--- config.mk ---
export PLATFORM = sky130hd
export DESIGN_NAME = line_camera_pd_steering
export DESIGN_NICKNAME = d
export VERILOG_FILES = /design/src/sv/lcps_pkg.sv /design/src/sv/line_camera_pd_steering.sv
export SDC_FILE = /design/constraint.sdc
export NUM_CORES = 1
export LEC_CHECK = 0
export ABC_AREA = 1
export BUFFER_PORTS_ARGS = -buffer_cell sky130_fd_sc_hd__buf_2
export CORE_ASPECT_RATIO = 2
export CORE_UTILIZATION = 47
export DETAILED_ROUTE_END_ITERATION = 12
export PLACE_DENSITY = 0.74
export SLEW_MARGIN = 10
export SYNTH_ARGS = -nofsm -noshare
export SYNTH_HDL_FRONTEND = slang
export SYNTH_SLANG_ARGS = --single-unit
--- constraint.sdc ---
create_clock -name clk -period 9.1 [get_ports clk]
set_input_delay 1.82 -clock clk [delete_from_list [all_inputs] [get_ports clk]]
set_output_delay 1.82 -clock clk [all_outputs]
set_load 0.05 [all_outputs]
--- src/sv/lcps_pkg.sv ---
`timescale 1ns / 1ps
package lcps_pkg;

	localparam int FRAME_PIXELS = 128;
	localparam int PIXEL_BITS   = 12;

	localparam int PIX_W      = 12;
	localparam int POS_W      = 7;
	localparam int DUTY_W     = 7;
	localparam int GAIN_P_W   = 10;
	localparam int GAIN_D_W   = 12;
	localparam int ERR_W      = 8;
	localparam int DIFF_W     = ERR_W + 1;
	localparam int ERR_WIDE_W = 12;
	localparam int U_W        = 23;
	localparam int FL_W       = U_W - 8;
	localparam int SERVO_W    = FL_W + 2;
	localparam int Q_W        = 4;
	localparam int MOTOR_W    = 14;
	localparam int ADDR_W     = 5;
	localparam int DATA_W     = 32;

	localparam logic [PIX_W-1:0] PIX_MASK = PIX_W'((64'd1 << PIXEL_BITS) - 64'd1);
	localparam logic [POS_W-1:0] POS_RESET = POS_W'(64);

	localparam logic [DUTY_W-1:0]   CENTER_RESET  = DUTY_W'(14);
	localparam logic [DUTY_W-1:0]   LOW_RESET     = DUTY_W'(7);
	localparam logic [DUTY_W-1:0]   HIGH_RESET    = DUTY_W'(24);
	localparam logic [GAIN_P_W-1:0] GAIN_P_RESET  = GAIN_P_W'(64);
	localparam logic [GAIN_D_W-1:0] GAIN_D_RESET  = GAIN_D_W'(640);
	localparam logic [DUTY_W-1:0]   SLOW_RESET    = DUTY_W'(19);
	localparam logic [DUTY_W-1:0]   FAST_RESET    = DUTY_W'(19);
	localparam logic [DUTY_W-1:0]   DUTY_MAX      = DUTY_W'(100);

	typedef enum logic [2:0] {
		REG_CENTER = 3'd0,
		REG_LOW    = 3'd1,
		REG_HIGH   = 3'd2,
		REG_GAIN_P = 3'd3,
		REG_GAIN_D = 3'd4,
		REG_SLOW   = 3'd5,
		REG_FAST   = 3'd6
	} reg_idx_t;

endpackage

--- src/sv/line_camera_pd_steering.sv ---
`timescale 1ns / 1ps
// channel   | handshake                    | payload
// ----------+------------------------------+-----------------------------------------
// item      | item_valid / item_stall      | mode, pixel_value, frame_end
// result    | result_valid / result_stall  | servo_duty, motor_duty, line_position
// config    | psel/penable/pwrite/pready   | paddr, pwdata, prdata
//
// one item accepted per cycle while item_stall is low; pixel items update the argmax
// at once and give no result; a tick runs through four registered stages (error, pd sum,
// clamp and quotient, motor) and its result shows from the output register
// reset clears config to defaults, argmax state, held position 64 and all stage valids
// result_stall holds the output; stages fill bubbles, item_stall rises only when all are full
module line_camera_pd_steering
	import lcps_pkg::*;
(
	input  logic                 clk,
	input  logic                 arst_n,
	input  logic                 item_valid,
	output logic                 item_stall,
	input  logic                 mode,
	input  logic [PIX_W-1:0]     pixel_value,
	input  logic                 frame_end,
	output logic                 result_valid,
	input  logic                 result_stall,
	output logic [DUTY_W-1:0]    servo_duty,
	output logic [DUTY_W-1:0]    motor_duty,
	output logic [POS_W-1:0]     line_position,
	input  logic                 psel,
	input  logic                 penable,
	input  logic                 pwrite,
	input  logic [ADDR_W-1:0]    paddr,
	input  logic [DATA_W-1:0]    pwdata,
	output logic [DATA_W-1:0]    prdata,
	output logic                 pready
);

	localparam logic signed [ERR_WIDE_W-1:0] ERR_HI = ERR_WIDE_W'(127);
	localparam logic signed [ERR_WIDE_W-1:0] ERR_LO = ERR_WIDE_W'(-128);

	logic [DUTY_W-1:0]   center_q, low_q, high_q, slow_q, fast_q;
	logic [GAIN_P_W-1:0] gain_p_q;
	logic [GAIN_D_W-1:0] gain_d_q;
	reg_idx_t            reg_idx;
	logic                cfg_wr;

	logic [PIX_W-1:0]        running_max_q;
	logic [POS_W-1:0]        running_index_q, pixel_count_q, held_q;
	logic signed [ERR_W-1:0] prev_err_q;

	logic v_s1, v_s2, v_s3, out_v_q;
	logic out_rdy, s3_rdy, s2_rdy, s1_rdy;
	logic acc, pix_acc, tick_acc;

	logic [PIX_W-1:0]             pix;
	logic                         pix_gt;
	logic signed [ERR_WIDE_W-1:0] err_wide;
	logic signed [ERR_W-1:0]      err;
	logic signed [DIFF_W-1:0]     diff;

	logic signed [ERR_W-1:0]  err_s1;
	logic signed [DIFF_W-1:0] diff_s1;
	logic [POS_W-1:0]         pos_s1;

	logic signed [GAIN_P_W+ERR_W:0]    prod_p;
	logic signed [GAIN_D_W+DIFF_W:0]   prod_d;
	logic signed [U_W-1:0]             u;
	logic signed [U_W-1:0]             u_s2;
	logic [POS_W-1:0]                  pos_s2;

	logic signed [FL_W-1:0]    fl;
	logic signed [SERVO_W-1:0] servo_raw, lo_ext, hi_ext;
	logic [DUTY_W-1:0]         servo, delta;
	logic                      below;
	logic [14:0]               m10;
	logic [Q_W-1:0]            q;
	logic [DUTY_W-1:0]         servo_s3;
	logic [Q_W-1:0]            q_s3;
	logic [POS_W-1:0]          pos_s3;

	logic signed [DUTY_W:0]    span;
	logic signed [DUTY_W+Q_W+1:0] mprod;
	logic signed [MOTOR_W-1:0] motor_w;
	logic [DUTY_W-1:0]         motor;

	logic [DUTY_W-1:0] servo_q, motor_q;
	logic [POS_W-1:0]  pos_q;

	// config port
	assign pready  = 1'b1;
	assign reg_idx = reg_idx_t'(paddr[ADDR_W-1:2]);
	assign cfg_wr  = psel && penable && pwrite;

	always_ff @(posedge clk or negedge arst_n) begin
		if (!arst_n) begin
			center_q <= CENTER_RESET;
			low_q    <= LOW_RESET;
			high_q   <= HIGH_RESET;
			gain_p_q <= GAIN_P_RESET;
			gain_d_q <= GAIN_D_RESET;
			slow_q   <= SLOW_RESET;
			fast_q   <= FAST_RESET;
		end else if (cfg_wr) begin
			case (reg_idx)
				REG_CENTER: center_q <= pwdata[DUTY_W-1:0];
				REG_LOW:    low_q    <= pwdata[DUTY_W-1:0];
				REG_HIGH:   high_q   <= pwdata[DUTY_W-1:0];
				REG_GAIN_P: gain_p_q <= pwdata[GAIN_P_W-1:0];
				REG_GAIN_D: gain_d_q <= pwdata[GAIN_D_W-1:0];
				REG_SLOW:   slow_q   <= pwdata[DUTY_W-1:0];
				REG_FAST:   fast_q   <= pwdata[DUTY_W-1:0];
				default: ;
			endcase
		end
	end

	always_comb begin
		case (reg_idx)
			REG_CENTER: prdata = DATA_W'(center_q);
			REG_LOW:    prdata = DATA_W'(low_q);
			REG_HIGH:   prdata = DATA_W'(high_q);
			REG_GAIN_P: prdata = DATA_W'(gain_p_q);
			REG_GAIN_D: prdata = DATA_W'(gain_d_q);
			REG_SLOW:   prdata = DATA_W'(slow_q);
			REG_FAST:   prdata = DATA_W'(fast_q);
			default:    prdata = '0;
		endcase
	end

	// flow control
	assign out_rdy    = !out_v_q || !result_stall;
	assign s3_rdy     = !v_s3 || out_rdy;
	assign s2_rdy     = !v_s2 || s3_rdy;
	assign s1_rdy     = !v_s1 || s2_rdy;
	assign item_stall = !s1_rdy;
	assign acc        = item_valid && !item_stall;
	assign pix_acc    = acc && !mode;
	assign tick_acc   = acc && mode;

	// argmax and error at acceptance
	assign pix      = pixel_value & PIX_MASK;
	assign pix_gt   = pix > running_max_q;
	assign err_wide = $signed(ERR_WIDE_W'(FRAME_PIXELS / 2) - ERR_WIDE_W'(held_q));

	always_comb begin
		if (err_wide > ERR_HI) begin
			err = ERR_HI[ERR_W-1:0];
		end else if (err_wide < ERR_LO) begin
			err = ERR_LO[ERR_W-1:0];
		end else begin
			err = err_wide[ERR_W-1:0];
		end
	end

	assign diff = DIFF_W'(err) - DIFF_W'(prev_err_q);

	always_ff @(posedge clk or negedge arst_n) begin
		if (!arst_n) begin
			running_max_q   <= '0;
			running_index_q <= '0;
			pixel_count_q   <= '0;
			held_q          <= POS_RESET;
			prev_err_q      <= '0;
		end else begin
			if (pix_acc) begin
				if (frame_end) begin
					held_q          <= pix_gt ? pixel_count_q : running_index_q;
					running_max_q   <= '0;
					running_index_q <= '0;
					pixel_count_q   <= '0;
				end else begin
					if (pix_gt) begin
						running_max_q   <= pix;
						running_index_q <= pixel_count_q;
					end
					pixel_count_q <= pixel_count_q + POS_W'(1);
				end
			end
			if (tick_acc) begin
				prev_err_q <= err;
			end
		end
	end

	// stage valids
	always_ff @(posedge clk or negedge arst_n) begin
		if (!arst_n) begin
			v_s1    <= 1'b0;
			v_s2    <= 1'b0;
			v_s3    <= 1'b0;
			out_v_q <= 1'b0;
		end else begin
			if (s1_rdy) begin
				v_s1 <= tick_acc;
			end
			if (s2_rdy) begin
				v_s2 <= v_s1;
			end
			if (s3_rdy) begin
				v_s3 <= v_s2;
			end
			if (out_rdy) begin
				out_v_q <= v_s3;
			end
		end
	end

	// stage 1: error and diff
	always_ff @(posedge clk) begin
		if (s1_rdy) begin
			err_s1  <= err;
			diff_s1 <= diff;
			pos_s1  <= held_q;
		end
	end

	// stage 2: pd sum
	assign prod_p = (GAIN_P_W+ERR_W+1)'($signed({1'b0, gain_p_q}))
		* (GAIN_P_W+ERR_W+1)'(err_s1);
	assign prod_d = (GAIN_D_W+DIFF_W+1)'($signed({1'b0, gain_d_q}))
		* (GAIN_D_W+DIFF_W+1)'(diff_s1);
	assign u      = U_W'(prod_p) + U_W'(prod_d);

	always_ff @(posedge clk) begin
		if (s2_rdy) begin
			u_s2   <= u;
			pos_s2 <= pos_s1;
		end
	end

	// stage 3: floor divide, clamp, speed quotient
	assign fl        = u_s2[U_W-1:8];
	assign servo_raw = $signed(SERVO_W'(center_q)) - SERVO_W'(fl);
	assign lo_ext    = $signed(SERVO_W'(low_q));
	assign hi_ext    = $signed(SERVO_W'(high_q));

	always_comb begin
		if (servo_raw < lo_ext) begin
			servo = low_q;
		end else if (servo_raw > hi_ext) begin
			servo = high_q;
		end else begin
			servo = servo_raw[DUTY_W-1:0];
		end
	end

	assign below = servo < center_q;
	assign delta = below ? (center_q - servo) : (servo - center_q);
	// divide by ten as multiply by 205/2048, exact below 1029
	assign m10   = 15'(delta) * 15'(205);
	assign q     = below ? delta[DUTY_W-1:3] : m10[14:11];

	always_ff @(posedge clk) begin
		if (s3_rdy) begin
			servo_s3 <= servo;
			q_s3     <= q;
			pos_s3   <= pos_s2;
		end
	end

	// output stage: motor duty
	assign span    = $signed({1'b0, fast_q}) - $signed({1'b0, slow_q});
	assign mprod   = (DUTY_W+Q_W+2)'(span) * (DUTY_W+Q_W+2)'($signed({1'b0, q_s3}));
	assign motor_w = $signed(MOTOR_W'(fast_q)) - MOTOR_W'(mprod);

	always_comb begin
		if (motor_w < 0) begin
			motor = '0;
		end else if (motor_w > $signed(MOTOR_W'(DUTY_MAX))) begin
			motor = DUTY_MAX;
		end else begin
			motor = motor_w[DUTY_W-1:0];
		end
	end

	always_ff @(posedge clk) begin
		if (out_rdy) begin
			servo_q <= servo_s3;
			motor_q <= motor;
			pos_q   <= pos_s3;
		end
	end

	assign result_valid  = out_v_q;
	assign servo_duty    = servo_q;
	assign motor_duty    = motor_q;
	assign line_position = pos_q;

	a_frame_restart: assert property (@(posedge clk) disable iff (!arst_n)
		pix_acc && frame_end |=> pixel_count_q == '0 && running_max_q == '0)
		else $error("argmax state not cleared after frame end");

	a_tick_enters: assert property (@(posedge clk) disable iff (!arst_n)
		tick_acc |=> v_s1)
		else $error("accepted tick lost before stage 1");

	a_motor_range: assert property (@(posedge clk) disable iff (!arst_n)
		result_valid |-> motor_duty <= DUTY_MAX)
		else $error("motor duty above 100");

	a_servo_limits: assert property (@(posedge clk) disable iff (!arst_n)
		result_valid |-> (servo_duty == low_q || servo_duty == high_q
			|| (servo_duty > low_q && servo_duty < high_q)))
		else $error("servo duty outside limits");

endmodule

# --- Word level (Yosys, flattened, before mapping) ---
# Cells that the tools add are included.
classes:
  addsub: 9
  n_mul: 4
  n_lt_le_gt_ge: 8
  eq_ne: 6
  n_mux: 13
  n_reduce_logical: 28
op_table:
  columns: ["op", "count"]
  rows:
  - ["$pmux W12 S7", 1]
  - ["$mux W7", 7]
  - ["$mux W12", 2]
  - ["$add A19 B22 Y23", 1]
  - ["$mul A13 B9 Y22", 1]
  - ["$mul A11 B8 Y19", 1]
  - ["$reduce_and A2 Y1", 9]
  - ["$gt A16 B8 Y1", 1]
  - ["$lt A16 B8 Y1", 1]
  - ["$mux W8", 2]
  - ["$sub A8 B15 Y16", 1]
  - ["$mul A7 B8 Y15 const B", 1]
  - ["$gt A14 B8 Y1 const B", 1]
  - ["$lt A14 B1 Y1 const B", 1]
  - ["$sub A7 B7 Y7", 2]
  - ["$sub A8 B13 Y14", 1]
  - ["$mul A8 B5 Y13", 1]
  - ["$gt A12 B12 Y1", 1]
  - ["$eq A3 B3 Y1 const B", 3]
  - ["$sub A8 B8 Y9", 1]
  - ["$gt A8 B8 Y1 const B", 1]
  - ["$lt A8 B8 Y1 const B", 1]
  - ["$sub A7 B7 Y8", 1]
  - ["$sub A7 B7 Y8 const A", 1]
  - ["other kinds (11)", 25]
word_totals:
  reg_bits: 195
  input_bits: 58
  output_inout_bits: 56
  wordCells: 96

# --- Depth between registers and ports, before layout ---
logic_depth:
  depth_word: 8
  depth_mapped: 52
  mapped_depth_nobuf: 50

# --- Least setup slack after synthesis ---
# Ideal clock, no wire load.
synth_timing:
  path_type: "register to register"
  startpoint: "reg center_q[0]"
  endpoint: "reg q_s3[3], data pin"
  setup_time_ns: 0.253
  t_arrival_ns: 7.082
  required_time_ns: 8.847
  slack_ns: 1.765
  stages_incl_launch_ff: 50
  synth_period_minus_slack_ns: 7.335
  path_cell_list: "dfrtp_1 inv_1 ha_1 inv_1 fa_1 nand2_2 nand2_1 nand3_1 nand2_1 xor2_1 ha_1 nand2_1 inv_1 a221oi_1 nand2_1 nor2_1 nand3_1 nand3_2 (+14 left out) nand2_1 inv_2 ha_1 ha_1 fa_1 inv_1 fa_1 inv_1 ha_1 nand2_1 nor3_1 nand2_1 nor2_1 nand2_1 nand2_1 nand2_1 nand3_1 nand2_1"
synth_via:
  elab_chain_len: 8
synth_rtl:
  columns: ["item", "line_no", "text"]
  rows:
  - ["start: declaration", "line_camera_pd_steering.sv:40", "logic [DUTY_W-1:0] center_q, low_q, high_q, slow_q, fast_q;"]
  - ["start signal: assignment", "line_camera_pd_steering.sv:104", "REG_CENTER: center_q <= pwdata[DUTY_W-1:0];"]
  - ["$sub A8 B15 Y16", "line_camera_pd_steering.sv:232", "assign servo_raw = $signed(SERVO_W'(center_q)) - SERVO_W'(fl);"]
  - ["$gt A16 B8 Y1", "line_camera_pd_steering.sv:239", "end else if (servo_raw > hi_ext) begin"]
  - ["$mux W7", "line_camera_pd_steering.sv:239", null]
  - ["$mux W7", "line_camera_pd_steering.sv:237", "if (servo_raw < lo_ext) begin"]
  - ["$sub A7 B7 Y7 or $lt A7 B7 Y1 (tied branches)", "line_camera_pd_steering.sv:247, line_camera_pd_steering.sv:246", null]
  - ["$mux W7", "line_camera_pd_steering.sv:247", "assign delta = below ? (center_q - servo) : (servo - center_q);"]
  - ["$mul A7 B8 Y15", "line_camera_pd_steering.sv:249", "assign m10 = 15'(delta) * 15'(205);"]
  - ["$mux W4 *", "line_camera_pd_steering.sv:250", "assign q = below ? delta[DUTY_W-1:3] : m10[14:11];"]
  - ["net q[3]", "line_camera_pd_steering.sv:75", "logic [Q_W-1:0] q;"]
  - ["end signal: assignment", "line_camera_pd_steering.sv:255", "q_s3 <= q;"]
  - ["end: declaration", "line_camera_pd_steering.sv:77", "logic [Q_W-1:0] q_s3;"]
# Mark *: on every way through the listed nets, which the timed path passes. The rest lies on a longest branch.
# A chain may end at the register's enable or synchronous reset.

# --- Worst setup path after layout ---
layout_timing:
  startpoint: "reg center_q[0]"
  endpoint: "reg q_s3[3], data pin"
layout_via:
  elab_chain_len: 8
layout_rtl:
  columns: ["item", "line_no", "text"]
  rows:
  - ["$sub A8 B15 Y16 *", "line_camera_pd_steering.sv:232", null]
  - ["$gt A16 B8 Y1", "line_camera_pd_steering.sv:239", null]
  - ["$mux W7", "line_camera_pd_steering.sv:239", null]
  - ["$mux W7 *", "line_camera_pd_steering.sv:237", null]
  - ["net servo[4]", "line_camera_pd_steering.sv:72", "logic [DUTY_W-1:0] servo, delta;"]
  - ["$sub A7 B7 Y7 or $lt A7 B7 Y1 (tied branches)", "line_camera_pd_steering.sv:247, line_camera_pd_steering.sv:246", null]
  - ["$mux W7", "line_camera_pd_steering.sv:247", null]
  - ["$mul A7 B8 Y15", "line_camera_pd_steering.sv:249", null]
  - ["$mux W4 *", "line_camera_pd_steering.sv:250", null]
  - ["net q[3]", "line_camera_pd_steering.sv:75", null]
# Marked as above.

==> flow_metrics.tcl <==
set metrics [dict create \
    setup_viol_count_final 0 \
    drt_drc_violations_left 0 \
    multi_input_area_um2 11400 \
    cap_violations 0 \
    ys_warn_count 0 \
    path_clk_slew_ns 0.07 \
    synth_ff_type "edfxtp_1" \
    grt_usage_pct 24.5 \
    slew_violations 0 \
    critical_path_class "flip-flop to flip-flop" \
    async_reset_ff_share_pct 54.5 \
    crit_path_frequent_cell "nand2_1" \
    r2r_end "q_s3[3]$_DFFE_PP_" \
    slowest_stage "fa_1" \
    diodes 0 \
    min_path_cells 0 \
    reg2reg_depth 46 \
    cp-start-kind "flip-flop" \
    holdBufCountCts 0 \
    cp.required_ns 9.28 \
    numPortBuffers 70 \
    io_pins 114 \
    finalNetCount 2703 \
    synth_seq_cells 187 \
    critPathMaxStageDelay_ns 0.54 \
    antenna_found_initial 1 \
    final_area_um2 20200 \
    vias 14600 \
    synth_area_leaders "fa_1, ha_1, edfxtp_1" \
    syn_inst 2224 \
    synth.distinct_cells 63 \
    clockBufferDepth 2 \
    synth_top_area_cell "fa_1" \
    worst_slew_pin_slew_ns 0.777 \
    grt_max_degree 54 \
    die-area_um2 41000 \
    drt_iter0_drc 661 \
    firstDrtPassIters 5 \
    min_period_ns 8.57 \
    cts_tree "built" \
    root_buffer "clkbuf_16" \
    num_rows 103 \
    synth_top_area_share_pct 19.4 \
    finalCritPeriodShare_pct 94.2 \
    hold_path.class "flip-flop to flip-flop" \
    clock_skew_ns 0.0134 \
    hold_end "line_position[0]$_DFFE_PP_" \
    grt_remaining_overflow 0 \
    synth_edf_count 85 \
    ys_seq_area_share_pct 27.2 \
    synth_area_um2 18900 \
    synth.avg_cell_area_um2 8.49 \
    fin_setup_tns_ns 0 \
    reg2reg_from "center_q[0]$_DFFE_PN0P_" \
    hold_start "pos_s3[0]$_DFFE_PP_" \
    die_h_um 285 \
    rsz0062_at_grt "false" \
    crit_arrival_ns 8.75 \
    r2r_slack_ns 0.53 \
    status "complete, no violations" \
    totalWireLength_mm 46.9 \
    clock_latency_ns 0.46 \
    htreeDepth 4 \
    vias_per_cell 5.23 \
    start_util_pct 47.7 \
    placed_cell_area_um2 19600 \
    grt_pass1_wl_mm 75.9 \
    final_layout_size_suffix_gt1_share_pct 8.55 \
    max_freq_mhz 117 \
    regArea_um2 5130 \
    cts_made_buffers 17 \
    ant_nets 0 \
    final_cell_mix "inv_1, nand2_1, ha_1, fa_1, o21ai_0" \
    dieWidth_um 144 \
    detail_route.wl_per_cell_um 16.8 \
    core_area_um2 39600 \
    worst-path-max-fanout 15 \
    final_common_cell "inv_1" \
    dp_hpwl_mm 39.3 \
    relSlewSlack_pct 47.8 \
    clock-sinks 187 \
    grt_pass1_vias 15900 \
    syn2layout_area_growth_pct 6.90 \
    hold_viol_final 0 \
    gp_congestion 0.937 \
    end_kind "flip-flop" \
    nFillCells 3670 \
]
[sequential cells by signal (all words and copies together), names as in the netlist, 8 cells and up]
| signal | cells |
|---|---|
| prev_err_q | 8 |
| gain_d_q | 12 |
| err_s1 | 8 |
| u_s2 | 15 |
| diff_s1 | 9 |
| running_max_q | 12 |
| gain_p_q | 10 |
[synthesized netlist by cell type, drive strengths merged (3+ instances only)]
master / instances
o22ai: 19
nand4: 16
a221oi: 3
dfrtp: 84
clkbuf: 54
xnor2: 14
edfxtp: 85
o21ai: 120
o2111ai: 4
fa: 183
xor2: 42
or2: 8
nand3b: 4
nor3: 16
a211oi: 6
a31oi: 5
nand3: 85
o211ai: 4
dfstp: 18
nor2: 100
buf: 27
nand2: 482
ha: 206
inv: 528
a21oi: 68
o21bai: 10
a21o: 3
[layout make-up]
type	count	area share, %
inverter	530	9.88
multi-input combinational	1445	56.7
tap	525	3.25
timing repair buffer	75	1.93
clock inverter	13	0.676
clock buffer	19	2.14
sequential	187	25.4
[through the flow]
stage	worst slack, ns	instances	hold WS [ns]	util, %
4_1_cts	0.412	2794	0.422	51.0
6_report	0.532	2794	0.421	51.0
5_1_grt	0.0665	2794	0.428	51.0
3_5_place_dp	0.437	2762	0.405	49.5
3_3_place_gp	0.770	2762	0.404	49.5
2_1_floorplan	1.76	2243	0.400	-
[critical path: cells and delay by family (launching register included)]
family	cells	cell delay, ns
compound gates	7	1.38
xor+xnor	1	0.18
flops	1	0.39
fa+ha+maj	8	3.04
simple gates	22	2.60
buf+inv	8	0.70
[repair_timing]
item	CTS	global route
setup buffers	0	0
endpoints found under the setup margin	0	3
resized for setup	0	3
[worst max-delay path by stage]
stage | slack [ns] | startpoint | to
after CTS | 0.41 | center_q[0]$_DFFE_PN0P_ | q_s3[3]$_DFFE_PP_
after global routing | 0.07 | center_q[0]$_DFFE_PN0P_ | q_s3[3]$_DFFE_PP_
after detailed placement | 0.44 | center_q[0]$_DFFE_PN0P_ | q_s3[3]$_DFFE_PP_
after floorplan | 1.76 | center_q[0]$_DFFE_PN0P_ | q_s3[3]$_DFFE_PP_
final | 0.53 | center_q[0]$_DFFE_PN0P_ | q_s3[3]$_DFFE_PP_
after global placement | 0.77 | center_q[0]$_DFFE_PN0P_ | q_s3[3]$_DFFE_PP_
[metal layers]
layer  global-route usage [%]  vias up  part of all wire, %
met1                     21.7     6995                   31
met2                     46.5      495                   54
met3                     3.15      212                  4.1
met4                     22.2        2                   10
li1                         -     6914                    -
met5                        0        -                0.028
[cell families after synthesis]
family                   count (synthesis)  synth area share [%]
multiplexers                             3                 0.172
AO/OA/AOI/OAI                          259                  7.94
other                                    2                0.0398
AND/OR/NAND/NOR                        717                  16.3
XOR/XNOR                                56                  2.60
flip-flops                             187                  27.2
buffers and inverters                  611                  12.7
adder cells (fa/ha/maj)                389                  33.1
Power is left out: the tool's default activity adds up to more than one toggle a clock period on the data nets, which glitch-free logic cannot reach.
